[src/sv/wfr_pkg.sv]
`default_nettype none

package wfr_pkg;

  localparam int unsigned QueueDepth = 2;

  localparam logic [1:0] KindPayload = 2'd0;
  localparam logic [1:0] KindEmpty   = 2'd1;
  localparam logic [1:0] KindError   = 2'd2;

  localparam logic [6:0] Len16Code = 7'd126;
  localparam logic [6:0] Len64Code = 7'd127;

  localparam logic [3:0] Ext16Bytes = 4'd2;
  localparam logic [3:0] Ext64Bytes = 4'd8;

  localparam int unsigned LenW  = 63;
  localparam int unsigned OutDataW = 144;

  // one classified transaction handed from front to back
  typedef struct packed {
    logic [1:0]      kind;
    logic [7:0]      raw;
    logic [7:0]      key;
    logic [7:0]      hdr;
    logic            masked;
    logic [LenW-1:0] frame_length;
    logic [LenW-1:0] byte_offset;
    logic            last;
  } wfr_item_t;

endpackage

`default_nettype wire

[src/sv/wfr_front.sv]
`default_nettype none

module wfr_front
  import wfr_pkg::*;
(
  input  wire logic      clk_i,
  input  wire logic      rst_ni,
  input  wire logic      in_fire_i,
  input  wire logic [7:0] in_byte_i,
  output      logic      push_o,
  output      wfr_item_t item_o
);

  typedef enum logic [5:0] {
    PhHdr1    = 6'b000001,
    PhHdr2    = 6'b000010,
    PhExt     = 6'b000100,
    PhKey     = 6'b001000,
    PhPayload = 6'b010000,
    PhError   = 6'b100000
  } phase_e;

  phase_e          phase_q, phase_d;
  logic [7:0]      hdr_q, hdr_d;
  logic            mask_q, mask_d;
  logic [3:0]      ext_left_q, ext_left_d;
  logic            ext_short_q, ext_short_d;
  logic [63:0]     len_q, len_d;
  logic [LenW-1:0] pos_q, pos_d;
  logic [31:0]     key_q, key_d;
  logic [1:0]      key_cnt_q, key_cnt_d;

  logic            after_len, start_payload, top_bit, is_last;
  logic [7:0]      key_byte;
  logic [LenW-1:0] pos_inc;

  assign pos_inc = pos_q + LenW'(1);
  assign is_last = (pos_inc == len_q[LenW-1:0]);

  always_comb begin
    case (pos_q[1:0])
      2'd0:    key_byte = key_q[31:24];
      2'd1:    key_byte = key_q[23:16];
      2'd2:    key_byte = key_q[15:8];
      default: key_byte = key_q[7:0];
    endcase
    if (!mask_q) begin
      key_byte = 8'd0;
    end
  end

  always_comb begin
    phase_d       = phase_q;
    hdr_d         = hdr_q;
    mask_d        = mask_q;
    ext_left_d    = ext_left_q;
    ext_short_d   = ext_short_q;
    len_d         = len_q;
    pos_d         = pos_q;
    key_d         = key_q;
    key_cnt_d     = key_cnt_q;
    after_len     = 1'b0;
    start_payload = 1'b0;
    top_bit       = 1'b0;
    push_o        = 1'b0;
    item_o        = '0;
    item_o.kind   = KindPayload;

    if (in_fire_i) begin
      unique case (phase_q)
        PhHdr1: begin
          hdr_d   = in_byte_i;
          phase_d = PhHdr2;
        end
        PhHdr2: begin
          mask_d = in_byte_i[7];
          len_d  = '0;
          if (in_byte_i[6:0] == Len16Code) begin
            ext_left_d  = Ext16Bytes;
            ext_short_d = 1'b1;
            phase_d     = PhExt;
          end else if (in_byte_i[6:0] == Len64Code) begin
            ext_left_d  = Ext64Bytes;
            ext_short_d = 1'b0;
            phase_d     = PhExt;
          end else begin
            len_d     = {57'd0, in_byte_i[6:0]};
            after_len = 1'b1;
          end
        end
        PhExt: begin
          len_d = {len_q[55:0], in_byte_i};
          if (ext_left_q != 4'd0) begin
            ext_left_d = ext_left_q - 4'd1;
          end
          if (ext_left_d == 4'd0) begin
            top_bit = ext_short_q ? len_d[15] : len_d[63];
            if (top_bit) begin
              phase_d     = PhError;
              push_o      = 1'b1;
              item_o.kind = KindError;
            end else begin
              after_len = 1'b1;
            end
          end
        end
        PhKey: begin
          key_d     = {key_q[23:0], in_byte_i};
          key_cnt_d = key_cnt_q + 2'd1;
          if (key_cnt_q == 2'd3) begin
            start_payload = 1'b1;
          end
        end
        PhPayload: begin
          push_o             = 1'b1;
          item_o.kind        = KindPayload;
          item_o.raw         = in_byte_i;
          item_o.key         = key_byte;
          item_o.byte_offset = pos_q;
          item_o.last        = is_last;
          pos_d              = pos_inc;
          if (is_last) begin
            phase_d = PhHdr1;
          end
        end
        PhError: begin
          // sticky until reset
        end
        default: begin
        end
      endcase
    end

    if (after_len) begin
      pos_d = '0;
      if (mask_d) begin
        phase_d   = PhKey;
        key_cnt_d = 2'd0;
        key_d     = '0;
      end else begin
        start_payload = 1'b1;
      end
    end

    if (start_payload) begin
      pos_d = '0;
      if (len_d == 64'd0) begin
        phase_d     = PhHdr1;
        push_o      = 1'b1;
        item_o.kind = KindEmpty;
        item_o.last = 1'b1;
      end else begin
        phase_d = PhPayload;
      end
    end

    item_o.hdr          = hdr_d;
    item_o.masked       = mask_d;
    item_o.frame_length = len_d[LenW-1:0];
  end

  always_ff @(posedge clk_i or negedge rst_ni) begin
    if (!rst_ni) begin
      phase_q     <= PhHdr1;
      hdr_q       <= '0;
      mask_q      <= 1'b0;
      ext_left_q  <= '0;
      ext_short_q <= 1'b0;
      len_q       <= '0;
      pos_q       <= '0;
      key_q       <= '0;
      key_cnt_q   <= '0;
    end else begin
      phase_q     <= phase_d;
      hdr_q       <= hdr_d;
      mask_q      <= mask_d;
      ext_left_q  <= ext_left_d;
      ext_short_q <= ext_short_d;
      len_q       <= len_d;
      pos_q       <= pos_d;
      key_q       <= key_d;
      key_cnt_q   <= key_cnt_d;
    end
  end

  a_push_on_fire: assert property (@(posedge clk_i) disable iff (!rst_ni)
    push_o |-> in_fire_i)
    else $error("front pushed without an input transaction");

  a_error_silent: assert property (@(posedge clk_i) disable iff (!rst_ni)
    (phase_q == PhError) |-> !push_o)
    else $error("result produced after protocol error");

  a_error_sticky: assert property (@(posedge clk_i) disable iff (!rst_ni)
    (push_o && item_o.kind == KindError) |=> (phase_q == PhError))
    else $error("error result did not lock the parser");

endmodule

`default_nettype wire

[src/sv/wfr_queue.sv]
`default_nettype none

module wfr_queue
  import wfr_pkg::*;
#(
  parameter int unsigned Depth = QueueDepth
) (
  input  wire logic      clk_i,
  input  wire logic      rst_ni,
  input  wire logic      push_i,
  input  wire wfr_item_t item_i,
  output      logic      full_o,
  output      logic      valid_o,
  output      wfr_item_t head_o,
  input  wire logic      pop_i
);

  localparam int unsigned PtrW = (Depth > 1) ? $clog2(Depth) : 1;
  localparam int unsigned CntW = $clog2(Depth + 1);
  localparam logic [PtrW-1:0] LastPtr = PtrW'(Depth - 1);

  wfr_item_t       mem_q [Depth];
  logic [PtrW-1:0] wr_ptr_q, rd_ptr_q;
  logic [CntW-1:0] cnt_q;

  assign full_o  = (cnt_q == CntW'(Depth));
  assign valid_o = (cnt_q != '0);
  assign head_o  = mem_q[rd_ptr_q];

  always_ff @(posedge clk_i) begin
    if (push_i) begin
      mem_q[wr_ptr_q] <= item_i;
    end
  end

  always_ff @(posedge clk_i or negedge rst_ni) begin
    if (!rst_ni) begin
      wr_ptr_q <= '0;
      rd_ptr_q <= '0;
      cnt_q    <= '0;
    end else begin
      if (push_i) begin
        wr_ptr_q <= (wr_ptr_q == LastPtr) ? '0 : wr_ptr_q + PtrW'(1);
      end
      if (pop_i) begin
        rd_ptr_q <= (rd_ptr_q == LastPtr) ? '0 : rd_ptr_q + PtrW'(1);
      end
      if (push_i && !pop_i) begin
        cnt_q <= cnt_q + CntW'(1);
      end else if (pop_i && !push_i) begin
        cnt_q <= cnt_q - CntW'(1);
      end
    end
  end

  a_cnt_bound: assert property (@(posedge clk_i) disable iff (!rst_ni)
    cnt_q <= CntW'(Depth))
    else $error("queue count beyond depth");

  a_pop_nonempty: assert property (@(posedge clk_i) disable iff (!rst_ni)
    pop_i |-> valid_o)
    else $error("pop from empty queue");

endmodule

`default_nettype wire

[src/sv/wfr_back.sv]
`default_nettype none

module wfr_back
  import wfr_pkg::*;
(
  input  wire logic                clk_i,
  input  wire logic                rst_ni,
  input  wire logic                q_valid_i,
  input  wire wfr_item_t           q_head_i,
  output      logic                q_pop_o,
  output      logic                m_axis_tvalid_o,
  input  wire logic                m_axis_tready_i,
  output      logic [OutDataW-1:0] m_axis_tdata_o,
  output      logic [1:0]          m_axis_tuser_o,
  output      logic                m_axis_tlast_o
);

  logic            out_valid_q;
  logic [1:0]      kind_q;
  logic [7:0]      data_q;
  logic [7:0]      hdr_q;
  logic            masked_q;
  logic [LenW-1:0] len_q;
  logic [LenW-1:0] off_q;
  logic            last_q;

  assign q_pop_o = q_valid_i && (!out_valid_q || m_axis_tready_i);

  always_ff @(posedge clk_i or negedge rst_ni) begin
    if (!rst_ni) begin
      out_valid_q <= 1'b0;
    end else if (!out_valid_q || m_axis_tready_i) begin
      out_valid_q <= q_valid_i;
    end
  end

  always_ff @(posedge clk_i) begin
    if (q_pop_o) begin
      kind_q   <= q_head_i.kind;
      data_q   <= q_head_i.raw ^ q_head_i.key;
      hdr_q    <= q_head_i.hdr;
      masked_q <= q_head_i.masked;
      len_q    <= q_head_i.frame_length;
      off_q    <= q_head_i.byte_offset;
      last_q   <= q_head_i.last;
    end
  end

  assign m_axis_tvalid_o = out_valid_q;
  assign m_axis_tuser_o  = kind_q;
  assign m_axis_tlast_o  = last_q;
  assign m_axis_tdata_o  = {1'b0, off_q, len_q, masked_q, hdr_q[3:0], hdr_q[6:4],
                            hdr_q[7], data_q};

endmodule

`default_nettype wire

[src/sv/websocket_frame_receiver_top.sv]
// Results cross the queue, then the output register. Throughput: one byte per cycle
// unless the queue is full; the front parser resolves each byte combinationally,
// its longest path being the 63-bit offset increment and end-of-frame compare.
// A two-entry queue and the output register let input and output stall independently.
// Reset (rst_ni low, asynchronous): parser expects a first header byte, queue and
// output are empty. After a length error all input is dropped until the next reset.
`default_nettype none

module websocket_frame_receiver_top
  import wfr_pkg::*;
#(
  parameter int unsigned QDepth = QueueDepth
) (
  input  wire logic                clk_i,
  input  wire logic                rst_ni,
  input  wire logic                s_axis_tvalid_i,
  output      logic                s_axis_tready_o,
  input  wire logic [7:0]          s_axis_tdata_i,  // [7:0] in_byte
  output      logic                m_axis_tvalid_o,
  input  wire logic                m_axis_tready_i,
  // [7:0] data_byte, [8] fin_flag, [11:9] rsv_bits, [15:12] op_code, [16] masked,
  // [79:17] frame_length, [142:80] byte_offset, [143] zero
  output      logic [OutDataW-1:0] m_axis_tdata_o,
  output      logic [1:0]          m_axis_tuser_o,  // [1:0] kind
  output      logic                m_axis_tlast_o
);

  logic      in_fire, push, q_full, q_valid, q_pop;
  wfr_item_t item, head;

  assign s_axis_tready_o = !q_full;
  assign in_fire         = s_axis_tvalid_i && s_axis_tready_o;

  wfr_front u_front (
    .clk_i     (clk_i),
    .rst_ni    (rst_ni),
    .in_fire_i (in_fire),
    .in_byte_i (s_axis_tdata_i),
    .push_o    (push),
    .item_o    (item)
  );

  wfr_queue #(
    .Depth (QDepth)
  ) u_queue (
    .clk_i   (clk_i),
    .rst_ni  (rst_ni),
    .push_i  (push),
    .item_i  (item),
    .full_o  (q_full),
    .valid_o (q_valid),
    .head_o  (head),
    .pop_i   (q_pop)
  );

  wfr_back u_back (
    .clk_i           (clk_i),
    .rst_ni          (rst_ni),
    .q_valid_i       (q_valid),
    .q_head_i        (head),
    .q_pop_o         (q_pop),
    .m_axis_tvalid_o (m_axis_tvalid_o),
    .m_axis_tready_i (m_axis_tready_i),
    .m_axis_tdata_o  (m_axis_tdata_o),
    .m_axis_tuser_o  (m_axis_tuser_o),
    .m_axis_tlast_o  (m_axis_tlast_o)
  );

endmodule

`default_nettype wire

[config.mk]
export PLATFORM = sky130hd
export DESIGN_NAME = websocket_frame_receiver_top
export DESIGN_NICKNAME = d
export VERILOG_FILES = /design/src/sv/wfr_pkg.sv /design/src/sv/wfr_front.sv /design/src/sv/wfr_queue.sv /design/src/sv/wfr_back.sv /design/src/sv/websocket_frame_receiver_top.sv
export SDC_FILE = /design/constraint.sdc
export NUM_CORES = 1
export LEC_CHECK = 0
export BUFFER_PORTS_ARGS = -buffer_cell sky130_fd_sc_hd__buf_4
export CAP_MARGIN = 15
export CORE_MARGIN = 2
export CORE_UTILIZATION = 30
export DETAILED_ROUTE_END_ITERATION = 6
export GPL_TIMING_DRIVEN = 1
export SLEW_MARGIN = 15
export SYNTH_ARGS = -nofsm -noshare
export SYNTH_HDL_FRONTEND = slang
export SYNTH_SLANG_ARGS = --single-unit
[constraint.sdc]
create_clock -name clk_i -period 10.8 [get_ports clk_i]
set_input_delay 1.62 -clock clk_i [delete_from_list [all_inputs] [get_ports clk_i]]
set_output_delay 1.62 -clock clk_i [all_outputs]
set_load 0.1 [all_outputs]
# Word-level counts from Yosys, hierarchy flattened
# Memories as Yosys holds them, arrays and structs flattened.
# Cells that the tools add are included.
# W data, S select, Z words.
# classes
addsub,7
eq_ne,13
muxes,76
bitwise,1
n_reduce_logical,22
# op_table
op,n
$mux W64,4
$mux W63,4
$mux W32,4
$pmux W64 S2,1
$logic_not A64 Y1,1
$add A63 B1 Y63 const B,1
$eq A63 B63 Y1,1
$mux W6,9
$mux W1,26
$mux W8,3
$pmux W6 S4,1
$pmux W8 S3,1
$mux W2,11
$mux W4,5
$mux W18,1
$mux W16,1
$eq A7 B7 Y1 const B,2
$pmux W4 S2,1
$reduce_bool A2 Y1,4
$xor A8 B8 Y8,1
$mux W7,1
$eq A2 B2 Y1 const B,3
$eq A6 B1 Y1 const B,1
$eq A6 B2 Y1 const B,1
other kinds (20),31
# totals
regBits,332
mem_bits_rw,308
output_inout_bits,149
word_cells,140
n_memories,1
# mem_list
name,depth,word_bits,rd,rd_ports_with_merged_regs,wr,line,text
u_queue.mem_q,2,154,1,0,1,wfr_queue.sv:22,wfr_item_t mem_q [Depth];

# Logic depth before layout (Yosys ltp)
# Gate-level depths: netlist (run 1).
# depth
word_depth,14
depth_mapped,15
ltp_nobuf,14

# By module
# A second synthesis (run 1) with hierarchy kept.
# unflattened
cells_unflattened,2059
hier_area_um2,27999.4
# by_module_without_submodules
mod,n_inst,cells_per_inst,area_per_inst_um2,seq_area_each_um2
wfr_front,1,1401,12084.1,4530.6
wfr_queue,1,495,11388.4,9349.0
wfr_back,1,161,4516.8,4409.2
websocket_frame_receiver_top,1,2,10.0,0.0

# Least setup slack after synthesis (run 1)
# OpenSTA, ideal clock, no wires.
# synth_path
path_kind,register to register
startpoint,reg u_queue.cnt_q[0]
endpoint,"mem u_queue.mem_q[0][0] in the netlist's numbering, enable pin"
setup_ns,0.719
t_arrival_ns,10.839
t_required_ns,10.081
slack_ns,-0.758
stages_incl_launch_ff,10
path_buffers,1
period_less_slack_ns,11.558
path_cell_list,dfrtp_1 > nand2b_1 > clkbuf_1 > nand4_1 > a22o_1 > or4_1 > nor4_1 > nand4_1 > or2_1 > a21oi_1
# synth_rtl
element,line,text
"start, declared",wfr_queue.sv:24,logic [CntW-1:0] cnt_q;
"start signal, assigned",wfr_queue.sv:49,cnt_q <= cnt_q + CntW'(1);
"start signal, assigned",wfr_queue.sv:51,cnt_q <= cnt_q - CntW'(1);
"end, declared",wfr_queue.sv:22,

==> results of run 1 <==
[flip-flops by register name, indices dropped and copies added, names as in the netlist]
register and count:
u_queue.mem_q 308, u_front.len_q 64, u_back.len_q 63, u_back.off_q 63, u_front.pos_q 63, u_front.key_q 32, u_back.data_q 8, u_back.hdr_q 8
u_front.hdr_q 8, u_front.phase_q 6, u_front.ext_left_q 4, u_back.m_axis_tuser_o 2, u_front.key_cnt_q 2, u_queue.cnt_q 2, u_back.m_axis_tlast_o 1, u_back.m_axis_tvalid_o 1
u_back.masked_q 1, u_front.ext_short_q 1, u_front.mask_q 1, u_queue.rd_ptr_q 1, u_queue.wr_ptr_q 1
[area by class of cell]
type | instances | share of cell area
sequential | 640 | 0.5783
timing repair buffer | 178 | 0.04276
clock buffer | 85 | 0.05744
inverter | 15 | 0.001938
clock inverter | 43 | 0.01693
tap | 1165 | 0.04608
multi-input combinational | 1188 | 0.2565
[cells in the final DEF (no fill, tap or decap), drive strengths merged, types with 3 or more instances in the layout]
master,count
o211ai,4
mux2,146
or4,14
buf,178
and3,13
edfxtp,454
dfrtp,185
or3,11
bufinv,9
a22o,67
nand2b,6
and4,7
nand3,39
nor2b,6
a21oi,70
and2,77
nand2,157
o31ai,31
or2,6
a31oi,13
nor4,26
nand4,45
o21ai,110
a2111oi,5
o41ai,5
nor3,32
clkinv,22
ha,8
xor2,43
nand3b,3
mux2i,3
a222oi,8
clkinvlp,6
clkbuf,85
xnor2,85
inv,21
nor2,118
[power breakdown]
part / internal (mW) / switching (mW)
sequential: 2.60 / 0.0000000000000000121
clock: 1.43 / 1.00
combinational: 0.00372 / 0.0214
total: 4.04 / 1.02
[kinds of logic (layout without fill, tap and decap cells)]
group                      count (synthesis)  in the layout
AOI/OAI and AO/OA                        335            335
adders and majority gates                  8              8
xor gates and xnor gates                 128            128
muxes                                    149            149
DFF                                      640            640
other                                      1              1
and+or+nand+nor                          567            567
buffers and inverters                    129            321
[synth_stat cells (3+ instances only)]
cell	number	area, µm²
xnor2_1	85	744.5
or2_2	4	25.02
mux2_2	146	1644
and4_1	7	61.31
a21oi_1	70	350.3
nor3_1	29	145.1
nand4_1	41	256.5
and3_1	13	81.33
mux2i_1	3	30.03
buf_2	19	95.09
nor4_2	5	62.56
nand3_1	37	185.2
nand4_4	3	63.81
inv_1	15	56.30
xor2_1	43	376.6
nor4_1	18	112.6
or4_1	14	105.1
a2111oi_0	5	43.79
ha_1	8	100.1
nor2b_1	6	37.54
dfrtp_1	185	4629
nand3b_1	3	22.52
a31oi_1	13	81.33
clkbuf_1	84	315.3
buf_1	8	30.03
edfxtp_1	454	13630
o21ai_0	109	545.5
nand2_1	156	585.6
o211ai_1	4	30.03
o31ai_1	31	232.7
o41ai_1	5	43.79
a222oi_1	8	80.08
a22o_1	67	586.8
nor2_1	117	439.2
nor3_2	3	30.03
nor4_4	3	63.81
nand2b_1	6	37.54
or3_1	10	62.56
and2_1	77	481.7
[path summary, 6_finish.rpt]
kind | to | slack, ns | cells past startpoint
worst min register to register | u_front.len_q[63]$_DFF_PN0_ | 0.52 | 1
worst max-delay path | u_queue.mem_q[1][39]$_DFFE_PP_ | 5.46 | 11
min in group asynchronous | u_front.key_q[4]$_DFF_PN0_ | 0.94 | 1
worst max register to register | u_queue.mem_q[1][39]$_DFFE_PP_ | 5.54 | 11
worst min-delay path | u_front.len_q[63]$_DFF_PN0_ | 0.52 | 1
max in group asynchronous | u_front.pos_q[43]$_DFFE_PN0P_ | 8.43 | 2
[metrics by stage]
stage                       util  setup slack, ns  std cells  hold slack, ns  power (mW)
after floorplan                -            2.395       1957          0.4745       2.658
after global routing      0.3568            5.209       3314          0.5371       5.223
after CTS                 0.3568            5.449       3314          0.5155       5.126
final                     0.3568            5.461       3314          0.5157       5.066
after detailed placement  0.3303            4.814       3186          0.5010       2.681
after global placement    0.3303            4.862       3186          0.4966       2.680
[critical path, delay by kind of cell]
kind,cells,cell delay (ns)
AOI/OAI and AO/OA,1,0.31
buffers and inverters,3,1.14
and+or+nand+nor,7,2.39
[routing by layer]
metal,GRT usage,vias up
met5,0,-
met4,0.05369,0
met3,0.02720,122
met2,0.2546,529
met1,0.2070,8365
li1,-,7594
==> reports/qor.yml, run 1 <==
synth-compound-area-share: 0.08152
ys.flop_type: "edfxtp_1"
multi_input_comb_area_mm2: 0.008114
vdd_drop_max_mv: 0.1286
n_antenna_cell: 0
skew_ns: 0.03883
async_reset_ff_frac: 0.2906
setup_viol: 0
top_layer_used: "met4"
globalplace.congestion: 0.9217
hold_violations: 0
port_buffers: 159
yosysSeqAreaShare: 0.6801
grt_pass1_wl_mm: 108.3
io_pins: 161
post-cts-setup-buffer-count: 0
first_global_vias: 16890
start_kind: "input pin"
fmax_mhz: 187.3
cp-startpoint: "s_axis_tvalid_i"
first_pass_iters: 7
synth_top_family_by_area: "simple AND/OR/NAND/NOR gates"
drive_above_1_share: 0.2192
wl_met1_mm: 31.15
ctsHoldBuffers: 0
slew_headroom: 0.2824
vias: 16610
yosys.area_share.simple: 0.1113
start_util: 0.3033
htree_levels: 3
crit_slowest_cell: "and2_4"
crit_type: "input pin to flop"
final_cell_area_mm2: 0.03163
crit_chain: "buf_4 > and4_2 > buf_4 > a22o_1 > or4_1 > nor4_1 > nand4_1 > or2_1 > nand2_1 > and2_4 > buf_4"
maxCapViolCount: 0
avgSynthCellArea_um2: 13.74
synth_nets: 1977
wire_per_inst_um: 21.67
dr_wl_met2_mm: 34.89
rsz0062_at_grt: "false"
synth_xor_area_frac: 0.04169
synth_enable_flop_cells: 454
maxSlewViolCount: 0
power_density_mw_per_mm2: 160.2
synth.distinct_cells: 73
met3_length_mm: 3.696
synth_cells: 1957
setup_tns_ns: 0
drt-total-wl_mm: 71.83
clk_pin_slew_ns: 0.06
final_nets: 2112
yosys_warnings: 0
min_path_type: "flop to flop"
cpMostUsedCell: "buf_4"
p_leak_nw: 10.05
place_area_mm2: 0.02928
yosys.area_share.adder: 0.003722
ant_nets: 0
drc_errors: 0
cp_slowest_stage_delay_ns: 0.72
vias_per_cell: 5.012
antenna_found_initial: 1
worstHoldStart: "u_front.len_q[63]$_DFF_PN0_"
grt_max_degree: 129
die_w_um: 303.4
area_growth_pct: 17.63
fillCellCount: 8534
crit_path_max_fanout: 64
grt_util_all_layers: 0.1550
end_kind: "flop"
period_minus_slack_ns: 5.339
cts_buffer_depth: 3
cts_resized: 0
syn_area_mm2: 0.02689
synth.area.mux_share: 0.06226
clkLatencyLatePin_ns: 0.64
die_h_um: 303.4
cts.sinks: 640
cts_tree: "done"
tightest_slew_ns: 1.076
worstPathRequired_ns: 11.05
crit_arrival_ns: 5.59
die_area_mm2: 0.09205
seq_area_mm2: 0.01829
period_share: 0.4944
core_area_mm2: 0.08865
num_rows: 109
clockRootBuffer: "clkbuf_16"
worstReg2RegStart: "u_front.phase_q[4]$_DFF_PN0_"
dr.first_iter.drc_count: 1450
ys_ff_latch: 640
status: "finished clean"
cts_buffers: 69
hpwlAfterDp_mm: 48.91
grt-ovfl-total: 0
(Power assumes the default switching activity.)
==> inputs of run 2 (changes only) <==
==> constraint.sdc (replaced) <==
create_clock -name clk_i -period 5.4 [get_ports clk_i]
set_input_delay 0.81 -clock clk_i [delete_from_list [all_inputs] [get_ports clk_i]]
set_output_delay 0.81 -clock clk_i [all_outputs]
set_load 0.1 [all_outputs]
==> run 2 against run 1 <==
  * Power rose by 96%
  * Largest cell class unchanged
  * Non-clock buffer count increased by 4
  * Sequential share of layout area hardly changed
  * Clock power is 91% higher
  * Global-route usage is 0.38 points higher
  * Final cell count about the same
  * Critical path depth fell by 2
  * Count of clock-buffer cells in the layout rose by 7
  * Clock skew fell by 0.0055 ns
  * Sequential power is 100% higher
  * Critical endpoint is now u_queue.mem_q[1][0]$_DFFE_PP_
==> reports/qor.yml, run 2 (synthesized netlist as in run 1, its figures left out) <==
clockRootBuffer: "clkbuf_16"
power_density_mw_per_mm2: 314.1
netSwitchingPower_mw: 1.995
drt-total-wl_mm: 73.85
wire_per_inst_um: 22.28
clk_pin_slew_ns: 0.06
fmax_mhz: 231.6
dp_cells: 3190
cts_buffer_depth: 3
vdd_drop_max_mv: 0.2159
fillCellCount: 8503
maxSlewViolCount: 0
drc_errors: 0
num_rows: 109
hpwlAfterDp_mm: 50.18
die_w_um: 303.4
first_global_vias: 16750
slew_headroom: 0.3661
skew_ns: 0.03338
period_minus_slack_ns: 4.317
rsz0062_at_grt: "false"
port_buffers: 159
post-cts-setup-buffer-count: 0
die_area_mm2: 0.09205
final_common_cell: "edfxtp_1"
crit_path_max_fanout: 10
cts_buffers: 68
htree_levels: 3
start_util: 0.3033
status: "finished clean"
grt_max_degree: 111
crit_type: "flop to flop"
clkLatencyLatePin_ns: 0.62
grt_util_all_layers: 0.1588
cts.sinks: 640
largest_registers: "u_queue.mem_q (308), u_front.len_q (64)"
finalPower_mw: 9.932
dr.first_iter.drc_count: 1448
final_nets: 2115
io_pins: 161
vias_per_cell: 5.087
period_share: 0.7995
first_pass_iters: 5
hold_violations: 0
n_antenna_cell: 0
p_sw_frac: 0.2009
end_kind: "flop"
p_leak_nw: 10.04
die_h_um: 303.4
fin_cells: 3315
grt-ovfl-total: 0
combPwrFrac: 0.005
power_frac_clock: 0.470
setup_tns_ns: 0
crit_arrival_ns: 4.76
final_util: 0.3568
antenna_found_initial: 4
min_path_type: "input pin to async pin"
seqPwrFrac: 0.525
largest-register: "u_queue.mem_q"
grt_pass1_wl_mm: 110.0
vias: 16860
worstPathRequired_ns: 5.84
power.internal_mw: 7.937
ctsHoldBuffers: 0
drive_above_1_share: 0.2172
cts_tree: "done"
start_kind: "flop"
final_cell_mix: "edfxtp_1 (454), dfrtp_1 (184), buf_4 (174)"
core_area_mm2: 0.08865
globalplace.congestion: 0.9590
tightest_slew_ns: 0.9508
setup_viol: 0
largest_register_ffs: 308
cts_resized: 0
ant_nets: 0
area_growth_pct: 17.61
maxCapViolCount: 0
## run 2: worst max-delay path, stage by stage, from the launching register on
cell	delay (ns)
dfrtp_1	0.53
nand4_1	0.41
nor3_1	0.63
nand4_1	0.41
nor4_1	0.54
xnor2_1	0.22
nand2_1	0.08
or4_1	0.57
or4_1	0.58
o21ai_1	0.17
## run 2: cell type report
class                      count  area (µm²)  share of cell area
clock buffer                  92        1927             0.06093
clock inverter                33       314.1            0.009930
tap                         1165        1458             0.04609
inverter                      15       61.31            0.001939
multi-input combinational   1188        8115              0.2566
sequential                   640       18290              0.5784
timing repair buffer         182        1458             0.04609
## run 2: through the flow
step / area (µm²) / hold WS (ns) / worst slack, ns
final: 31630 / 0.2506 / 1.083
after detailed placement: 29380 / 0.4986 / 1.159
after global routing: 31630 / 0.3246 / 0.8296
after CTS: 31630 / 0.2993 / 1.147
after floorplan: 26920 / 0.4747 / -0.1586
after global placement: 29380 / 0.4899 / 1.250
## run 2: per-layer routing
layer / global-route usage / vias up / wire length [µm]
met5: 0 / - / 31
met4: 0.06162 / 4 / 2673
met3: 0.03048 / 144 / 4351
met2: 0.2608 / 569 / 35600
met1: 0.2078 / 8570 / 31200
li1: - / 7577 / -
## run 2: power groups by stage
stage	clock [mW]	sequential, mW	combinational, mW
final	4.67	5.21	0.0525
after CTS	4.80	5.21	0.0557
after detailed placement	0	5.31	0.0555
after global routing	4.99	5.21	0.0598
after floorplan	0	5.31	0.00559
after global placement	0	5.31	0.0542
## run 2: path summary, 6_finish.rpt
kind / from / end / slack, ns / depth (start not counted)
worst min-delay path: rst_ni / u_front.key_q[10]$_DFF_PN0_ / 0.25 / 1
worst max-delay path: u_front.pos_q[15]$_DFFE_PN0P_ / u_queue.mem_q[1][0]$_DFFE_PP_ / 1.08 / 9
worst min register to register: u_front.hdr_q[6]$_DFF_PN0_ / u_front.hdr_q[6]$_DFF_PN0_ / 0.51 / 1
max in group asynchronous: rst_ni / u_front.len_q[20]$_DFF_PN0_ / 3.99 / 2
min in group clk_i: s_axis_tdata_i[0] / u_front.ext_short_q$_DFFE_PN0P_ / 0.45 / 2
worst max register to register: u_front.pos_q[15]$_DFFE_PN0P_ / u_queue.mem_q[1][0]$_DFFE_PP_ / 1.08 / 9
==> inputs of run 3 (changes only) <==
==> constraint.sdc (replaced) <==
create_clock -name clk_i -period 3.6 [get_ports clk_i]
set_input_delay 0.54 -clock clk_i [delete_from_list [all_inputs] [get_ports clk_i]]
set_output_delay 0.54 -clock clk_i [all_outputs]
set_load 0.1 [all_outputs]
==> run 3 against run 2 <==
  * Core utilization up 3.3 points
  * Highest routed layer unchanged
  * The flow now finishes with violations (setup timing)
  * Global-route usage increased by 0.69 points
  * Sequential share of layout area shrank 4.8 points
  * Clock skew grew 0.00089 ns
  * Wire length increased by 6.8%
  * Clock power up 60%
  * Count of clock-buffer cells in the layout shrank 3
==> reports/qor.yml, run 3 (synthesized netlist as in run 1, its figures left out) <==
start_kind: "flop"
tightest_slew_ns: 0.8629
hold_violations: 0
die_h_um: 303.4
die_w_um: 303.4
clkLatencyLatePin_ns: 0.63
grt_pass1_wl_mm: 114.4
drc_errors: 0
crit_path_max_fanout: 6
final_nets: 2363
hpwlAfterDp_mm: 54.33
slew_headroom: 0.4247
antenna_found_initial: 1
die_area_mm2: 0.09205
wire_per_inst_um: 22.12
final_common_cell: "edfxtp_1"
rsz0062_at_grt: "true"
largest_register_ffs: 308
clockRootBuffer: "clkbuf_16"
drt-total-wl_mm: 78.85
min_path_type: "input pin to flop"
grt_max_degree: 81
final_cell_area_mm2: 0.03451
htree_levels: 3
power_density_mw_per_mm2: 445.0
multi_input_comb_area_mm2: 0.008426
cts_tree: "done"
start_util: 0.3033
final_cell_mix: "edfxtp_1 (454), buf_4 (370), dfrtp_1 (179)"
port_buffers: 159
period_share: 1.024
crit_arrival_ns: 4.02
vias_per_cell: 5.055
crit_type: "flop to flop"
fillCellCount: 8284
setup_viol: 270
first_pass_iters: 6
cts_buffer_depth: 3
fmax_mhz: 271.3
period_minus_slack_ns: 3.685
maxSlewViolCount: 0
clk_pin_slew_ns: 0.07
num_rows: 109
cts.sinks: 640
seq_area_mm2: 0.01830
skew_ns: 0.03426
fin_ws_ns: -0.08533
ant_nets: 0
grt_util_all_layers: 0.1658
largest_registers: "u_queue.mem_q (308), u_front.len_q (64)"
place_ws_ns: -0.1670
end_kind: "flop"
vias: 18020
maxCapViolCount: 0
worstPathRequired_ns: 3.94
grt-ovfl-total: 0
globalplace.congestion: 0.9638
area_growth_pct: 28.35
largest-register: "u_queue.mem_q"
vdd_drop_max_mv: 0.3128
p_leak_nw: 11.64
dr.first_iter.drc_count: 1757
place_area_mm2: 0.03095
cts_buffers: 71
violations: "setup timing"
drive_above_1_share: 0.3204
n_antenna_cell: 0
first_global_vias: 17940
status: "finished, violations left"
core_area_mm2: 0.08865
io_pins: 161
-- run 3: cell count changes in the layout (fill, tap and decap cells not counted), moves of 8 or more --
cell       previous run  this run
buf_4               174       370
or4_1                14         6
buf_6                 1        17
nor4_1               18         8
buf_12                7        22
clkbuf_16            72        84
or4_4                 0         8
-- run 3: final timing paths --
path / startpoint / end / slack [ns] / cells after the start
max: u_front.phase_q[4]$_DFF_PN0_ / u_queue.mem_q[1][119]$_DFFE_PP_ / -0.09 / 14
min: s_axis_tdata_i[0] / u_front.ext_short_q$_DFFE_PN0P_ / 0.16 / 2
max reg2reg: u_front.phase_q[4]$_DFF_PN0_ / u_queue.mem_q[1][119]$_DFFE_PP_ / -0.09 / 14
min reg2reg: u_front.hdr_q[7]$_DFF_PN0_ / u_front.hdr_q[7]$_DFF_PN0_ / 0.52 / 1
max in group asynchronous: rst_ni / u_front.pos_q[47]$_DFFE_PN0P_ / 2.02 / 3
min in group asynchronous: rst_ni / u_front.key_q[18]$_DFF_PN0_ / 0.54 / 2
-- run 3: report_power, final --
part / switching (mW) / internal (mW)
clock: 3.03 / 4.43
combinational: 0.0693 / 0.0182
sequential: 0.0000000000000000568 / 7.82
total: 3.10 / 12.3
-- run 3: area by class of cell --
type,instances,area share
Inverter,15,0.001740
Tap cell,1165,0.04223
Multi-Input combinational cell,1188,0.2441
Clock inverter,41,0.01446
Sequential cell,640,0.5303
Timing Repair Buffer,427,0.1114
Clock buffer,89,0.05579
-- run 3: what timing repair did --
| item | 4_1_cts | 5_1_grt |
|---|---|---|
| endpoints found under the setup margin | 303 | 311 |
| gates resized for setup | 16 | 82 |
| hold endpoints to repair | 2 | 0 |
| setup buffers | 5 | 26 |
| hold buffers | 1 | 0 |
| gates cloned | 2 | 17 |
| pin swaps | 5 | 30 |
-- run 3: metrics by stage --
step / power [mW] / utilization / hold slack, ns / std cells / setup TNS, ns
after global placement: 8.053 / 0.3491 / 0.5017 / 3387 / -63.99
after detailed placement: 8.056 / 0.3491 / 0.5051 / 3387 / -35.58
final: 15.36 / 0.3893 / 0.1601 / 3565 / -9.650
after global routing: 15.86 / 0.3893 / 0.1687 / 3565 / -39.06
after floorplan: 7.974 / - / 0.2444 / 1957 / -401.11
after CTS: 15.55 / 0.3789 / 0.1217 / 3525 / -0.005959
-- run 3: critical path, cell delays in order (launching register included) --
cell and delay [ns]:
dfrtp_1 0.41, nor4_4 0.29, nand4_1 0.23, buf_6 0.20
buf_6 0.12, a22o_1 0.24, or4_4 0.57, nor4_4 0.15
nand4_1 0.18, or2_4 0.32, nand2_2 0.08, and2_4 0.20
buf_12 0.12, buf_12 0.12, clkbuf_16 0.15
-- run 3: metal layers --
layer / up-vias / GRT usage / wire [µm]
met5: - / 0 / 16
met4: 2 / 0.05941 / 2240
met3: 119 / 0.02913 / 4773
met2: 691 / 0.2697 / 37890
met1: 9110 / 0.2226 / 33930
li1: 8100 / - / -
